==> src/rtl/fsp_pkg.sv <==
// Shared constants, codes and divider request/response types for the frame sequence player.
package fsp_pkg;

	localparam int MAX_FRAMES = 256;
	localparam int FRAME_W    = $clog2(MAX_FRAMES);
	localparam int COUNT_W    = FRAME_W + 1;
	localparam int DUR_W      = 32;
	localparam int SPEED_W    = 16;
	localparam int MODE_W     = 2;
	localparam int DT_W       = 24;
	localparam int ACT_W      = 3;
	localparam int ELAP_W     = 33;
	localparam int COMP_W     = 8;
	localparam int PROD_W     = DT_W + SPEED_W;
	localparam int SUM_W      = COUNT_W + DUR_W;
	localparam int PER_W      = SUM_W + 1;

	localparam int CFG_IDX_W  = 2;
	localparam int CFG_DATA_W = 32;

	localparam int IN_BITS    = ACT_W + DT_W + FRAME_W + DUR_W;
	localparam int IN_W       = ((IN_BITS + 7) / 8) * 8;
	localparam int OUT_BITS   = FRAME_W + 3 + COMP_W + ELAP_W;
	localparam int OUT_W      = ((OUT_BITS + 7) / 8) * 8;

	localparam logic [ACT_W-1:0] ACT_TICK    = 3'd0;
	localparam logic [ACT_W-1:0] ACT_PLAY    = 3'd1;
	localparam logic [ACT_W-1:0] ACT_PAUSE   = 3'd2;
	localparam logic [ACT_W-1:0] ACT_STOP    = 3'd3;
	localparam logic [ACT_W-1:0] ACT_RESTART = 3'd4;
	localparam logic [ACT_W-1:0] ACT_SETPOS  = 3'd5;
	localparam logic [ACT_W-1:0] ACT_WRDUR   = 3'd6;

	localparam logic [MODE_W-1:0] MODE_LOOP     = 2'd0;
	localparam logic [MODE_W-1:0] MODE_ONCE     = 2'd1;
	localparam logic [MODE_W-1:0] MODE_ONCE_RST = 2'd2;
	localparam logic [MODE_W-1:0] MODE_PINGPONG = 2'd3;

	localparam logic [CFG_IDX_W-1:0] REG_FRAME_COUNT = 2'd0;
	localparam logic [CFG_IDX_W-1:0] REG_DEFAULT_DUR = 2'd1;
	localparam logic [CFG_IDX_W-1:0] REG_SPEED       = 2'd2;
	localparam logic [CFG_IDX_W-1:0] REG_PLAY_MODE   = 2'd3;

	localparam logic [COUNT_W-1:0] RST_FRAME_COUNT = 9'd1;
	localparam logic [DUR_W-1:0]   RST_DEFAULT_DUR = 32'd6554;
	localparam logic [SPEED_W-1:0] RST_SPEED       = 16'd256;

	typedef struct packed {
		logic              start;
		logic [ELAP_W-1:0] dividend;
		logic [ELAP_W-1:0] divisor;
	} fsp_div_req_t;

	typedef struct packed {
		logic              done;
		logic [ELAP_W-1:0] rem;
		logic [COMP_W-1:0] quot;
	} fsp_div_rsp_t;

endpackage

==> src/rtl/fsp_div.sv <==
// Iterative restoring divider: remainder and saturated quotient, one bit per cycle.
module fsp_div (
	input  logic                 clk,
	input  logic                 arst_n,
	input  fsp_pkg::fsp_div_req_t req,
	output fsp_pkg::fsp_div_rsp_t rsp
);
	import fsp_pkg::*;

	localparam int ITER_W = $clog2(ELAP_W + 1);

	logic              busy_q;
	logic              done_q;
	logic [ITER_W-1:0] iter_q;
	logic [ELAP_W-1:0] rem_q;
	logic [ELAP_W-1:0] dvd_q;
	logic [ELAP_W-1:0] dsr_q;
	logic [COMP_W-1:0] quo_q;
	logic              ovf_q;

	logic [ELAP_W:0]   shifted;
	logic [ELAP_W:0]   diff;
	logic              ge;
	logic [COMP_W:0]   quo_next;

	assign shifted  = {rem_q, dvd_q[ELAP_W-1]};
	assign ge       = shifted >= {1'b0, dsr_q};
	assign diff     = shifted - {1'b0, dsr_q};
	assign quo_next = {quo_q, ge};

	always_ff @(posedge clk or negedge arst_n) begin
		if (!arst_n) begin
			busy_q <= 1'b0;
			done_q <= 1'b0;
			iter_q <= '0;
			rem_q  <= '0;
			dvd_q  <= '0;
			dsr_q  <= '0;
			quo_q  <= '0;
			ovf_q  <= 1'b0;
		end else begin
			done_q <= 1'b0;
			if (req.start) begin
				busy_q <= 1'b1;
				iter_q <= ITER_W'(ELAP_W);
				rem_q  <= '0;
				dvd_q  <= req.dividend;
				dsr_q  <= req.divisor;
				quo_q  <= '0;
				ovf_q  <= 1'b0;
			end else if (busy_q) begin
				// remainder stays below the divisor, so it fits the dividend width
				rem_q  <= ge ? diff[ELAP_W-1:0] : shifted[ELAP_W-1:0];
				dvd_q  <= {dvd_q[ELAP_W-2:0], 1'b0};
				quo_q  <= quo_next[COMP_W-1:0];
				ovf_q  <= ovf_q | quo_next[COMP_W];
				iter_q <= iter_q - ITER_W'(1);
				if (iter_q == ITER_W'(1)) begin
					busy_q <= 1'b0;
					done_q <= 1'b1;
				end
			end
		end
	end

	assign rsp.done = done_q;
	assign rsp.rem  = rem_q;
	assign rsp.quot = ovf_q ? '1 : quo_q;

endmodule
==> config.mk <==
export PLATFORM = sky130hd
export DESIGN_NAME = fsp_div
export DESIGN_NICKNAME = d
export VERILOG_FILES = /design/src/rtl/fsp_pkg.sv /design/src/rtl/fsp_div.sv
export SDC_FILE = /design/constraint.sdc
export NUM_CORES = 1
export LEC_CHECK = 0
export ABC_AREA = 1
export BUFFER_PORTS_ARGS = -buffer_cell sky130_fd_sc_hd__buf_2
export CAP_MARGIN = 25
export CORE_MARGIN = 2
export CORE_UTILIZATION = 40
export CTS_BUF_LIST = sky130_fd_sc_hd__clkbuf_4 sky130_fd_sc_hd__clkbuf_8 sky130_fd_sc_hd__clkbuf_16
export DETAILED_ROUTE_END_ITERATION = 16
export PLACE_DENSITY = 0.66
export SKIP_LAST_GASP = 1
export SLEW_MARGIN = 20
export SYNTH_ARGS = -nofsm -noshare
export SYNTH_HDL_FRONTEND = slang
export SYNTH_SLANG_ARGS = --single-unit
==> constraint.sdc <==
create_clock -name clk -period 2.2 [get_ports clk]
set_input_delay 0.11 -clock clk [delete_from_list [all_inputs] [get_ports clk]]
set_output_delay 0.11 -clock clk [all_outputs]
set_load 0.01 [all_outputs]
==> results by group <==
Status
  – Status: finished clean

GRT
  – First-pass GRT wire length: 36900 um
  – GRT Util Overall: 0.225
  – Initial antenna violation count: 0
  – Vias in the first global route: 7729
  – Pin count of the biggest net entering global routing: 60
  – Grt total ovfl: 0

Place
  – DP HPWL: 16000 um
  – Gp weighted congestion: 0.945
  – # placed instances: 1534
  – DP Worst Slack: -0.0473 ns
  – Buffers on Ports: 110

Yosys
  – Avg Inst Size Synth: 6.85 um^2
  – Yosys top cell area share: 0.371
  – Seq/Total Area, Yosys: 0.371
  – Post-synth top area cell: dfrtp_1
  – Most common flop cell mapped by yosys: dfrtp_1
  – Post-Syn Instances: 1142
  – Yosys warnings: 0
  – Post-synth cell types: 37
  – Async SR Flop Fraction: 1.00
  – Synthesized cell area: 7830 um^2
  – Post-synth EDFFs: 0
  – Largest cells by area after synthesis: dfrtp_1, nand2_1, inv_1
  – Register bit total from synthesis: 116
  – Post-synthesis net count: 1247

Min path
  – Hold Path Class: primary input to asynchronous set/reset pin

Clock tree
  – Maximum clock insertion buffer count: 2
  – Clk sinks: 116
  – Clock root cell: clkbuf_16
  – Max H-tree Level: 4
  – Total CTS buffers: 17
  – Later-pin clock latency in the skew report: 0.42 ns
  – CTS tree: built
  – Clk slew on worst S/H paths: 0.06 ns

Final layout
  – Nets: 1481
  – # diodes: 0
  – Area growth syn-to-layout: 40.1%
  – Commonest non-fill, non-tap cells in the layout: nand2_1, inv_1, dfrtp_1, buf_2, dlygate4sd3_1
  – Fraction of layout cells with a size suffix above 1: 0.232
  – Commonest non-fill, non-tap cell in the layout: nand2_1
  – Non-Filler Instances: 1654

STA
  – Setup TNS: 0 ns
  – Worst clock skew: 0.00835 ns
  – Actual slew at the worst max-slew pin: 0.649 ns
  – Final WS setup: 0.0777 ns
  – Fin. Hold Viols: 0
  – Tcrit/Tclk final: 0.965
  – Fin. max-slew vios: 0
  – F_max: 0.471 GHz
  – Max-Slew Margin vs Limit: 0.567
  – Unrepaired setup endpoints after global routing: true
  – Final setup violation count: 0
  – Final min period: 2.12 ns

Die
  – Core Region: 19300 um^2
  – Io pins: 111
  – Full die area: 20700 um^2
  – Site Rows: 51
  – Die X: 144 um
  – Initial Util: 0.405
  – Die Y: 144 um

Power and ir drop
  – Internal: 7.29 mW
  – Switching Share: 0.430
  – Switch Pwr: 5.50 mW
  – Combinational power share: 0.562
  – Worst vdd ir: 0.000687 V
  – Power share of the clock group: 0.213
  – Total power draw: 12.8 mW
  – Seq pwr share: 0.225
  – Pwr dens: 1170 nW/um^2
  – Leak Pwr: 5.95 nW

Routing
  – First drt pass iteration count: 5
  – Routed wire length: 23200 um
  – WL/cell: 14.0 um
  – Vias: 7899
  – Post-DRT Antenna Nets: 0
  – Drt via density: 4.78
  – Initial DRC Count: 363
  – DRC: 0

Critical path
  – R2R Setup Slk: 0.08 ns
  – Worst setup SP type: flop
  – Crit Path Max Fanout: 6
  – R2R depth: 14
  – R2r endpoint: rem_q[20]$_DFFE_PN0P_
  – CP endpoint kind: flop
  – Critical R2R Launch: rem_q[21]$_DFFE_PN0P_
  – Arr. time, crit path: 2.44 ns
  – WS Path Type: flop to flop
  – CP required: 2.51 ns

Flow run
  – Maxcap violations: 0
[per-stage QoR]
stage	hold slack [ns]	util	instance area (um^2)
2_1_floorplan	-0.186	-	7830
3_3_place_gp	0.165	0.463	8950
3_5_place_dp	0.169	0.463	8950
4_1_cts	0.236	0.529	10200
5_1_grt	0.263	0.567	11000
6_report	0.241	0.567	11000
[worst max-delay path, stage by stage, from the launching register on]
cell	delay, ns
dfrtp_1	0.42
ha_1	0.32
nand2_2	0.08
nor2_1	0.17
nand2_1	0.11
nor2_2	0.13
nand2_1	0.11
nand3_4	0.09
nor2_8	0.06
buf_12	0.14
nand2_8	0.10
buf_4	0.13
nand2_1	0.04
nand3_1	0.06
nand2_1	0.05
[cell usage after synthesis, drive strengths merged, types with 2 or more instances]
| library cell | count |
|---|---|
| ha | 35 |
| clkbuf | 22 |
| o221ai | 32 |
| clkinv | 2 |
| o21ai | 38 |
| inv | 214 |
| a21oi | 20 |
| buf | 11 |
| nor2 | 48 |
| nand4 | 8 |
| and2 | 6 |
| nand3b | 26 |
| xnor2 | 13 |
| xor2 | 2 |
| nand3 | 69 |
| nand2 | 458 |
| nor3 | 7 |
| dfrtp | 116 |
| o22ai | 9 |
[area by class of cell]
type / instances / area [um^2]
well taps: 265 / 332
clock inverters: 14 / 143
fillers: 1790 / 8370
repair buffers: 247 / 1870
clock buffers: 18 / 433
flip-flops and latches: 116 / 2910
multi-input cells: 778 / 4460
inverters: 216 / 811
[cells by family (layout without fill, tap and decap cells)]
| kind of cell | count (synthesis) | after routing | share of synthesized area |
|---|---|---|---|
| xor+xnor | 15 | 15 | 0.0168 |
| fa+ha+maj | 36 | 36 | 0.0585 |
| buf+inv | 249 | 495 | 0.126 |
| compound gates | 100 | 100 | 0.0820 |
| simple gates | 626 | 627 | 0.346 |
| flops | 116 | 116 | 0.371 |
[sequential cells by signal, indices dropped and copies added (netlist names)]
register and flops:
dsr_q 33, done_q 1, busy_q 1, ovf_q 1, rem_q 33, quo_q 8
dvd_q 33, iter_q 6
[power groups by stage]
stage	clock [mW]	sequential, mW	combinational [mW]
floorplan	0	2.90	3.93
global placement	0	2.80	5.79
detailed placement	0	2.81	5.86
CTS	2.76	2.78	6.07
global route	2.89	2.93	8.01
finish	2.73	2.88	7.19
[per-layer routing]
metal  global-route usage  vias to the layer above  part of all wire
met4               0.0660                        0             0.019
met1                0.285                     3652              0.45
met3               0.0463                       31             0.048
met5                    0                        -                 0
met2                0.386                      190              0.48
li1                     -                     4026                 -
[what timing repair did]
item | 4_1_cts | 5_1_grt
endpoints found under the hold margin | 108 | 0
hold buffers | 67 | 0
setup endpoints to repair | 23 | 34
cloned | 0 | 3
pin swaps | 1 | 21
gates resized for setup | 3 | 103
setup buffers | 3 | 15
[worst max-delay path by stage]
stage	start	end	slack, ns	cells after the start
2_1_floorplan	dvd_q[32]$_DFFE_PN0P_	rem_q[4]$_DFFE_PN0P_	0.21	14
3_3_place_gp	dvd_q[32]$_DFFE_PN0P_	rem_q[28]$_DFFE_PN0P_	-0.002	15
3_5_place_dp	dsr_q[0]$_DFFE_PN0P_	rem_q[28]$_DFFE_PN0P_	-0.05	14
4_1_cts	dsr_q[0]$_DFFE_PN0P_	rem_q[30]$_DFFE_PN0P_	-0.01	13
5_1_grt	dvd_q[32]$_DFFE_PN0P_	rem_q[28]$_DFFE_PN0P_	-0.03	16
6_report	rem_q[21]$_DFFE_PN0P_	rem_q[20]$_DFFE_PN0P_	0.08	14
No activity file was read; power rests on OpenSTA's default activity.
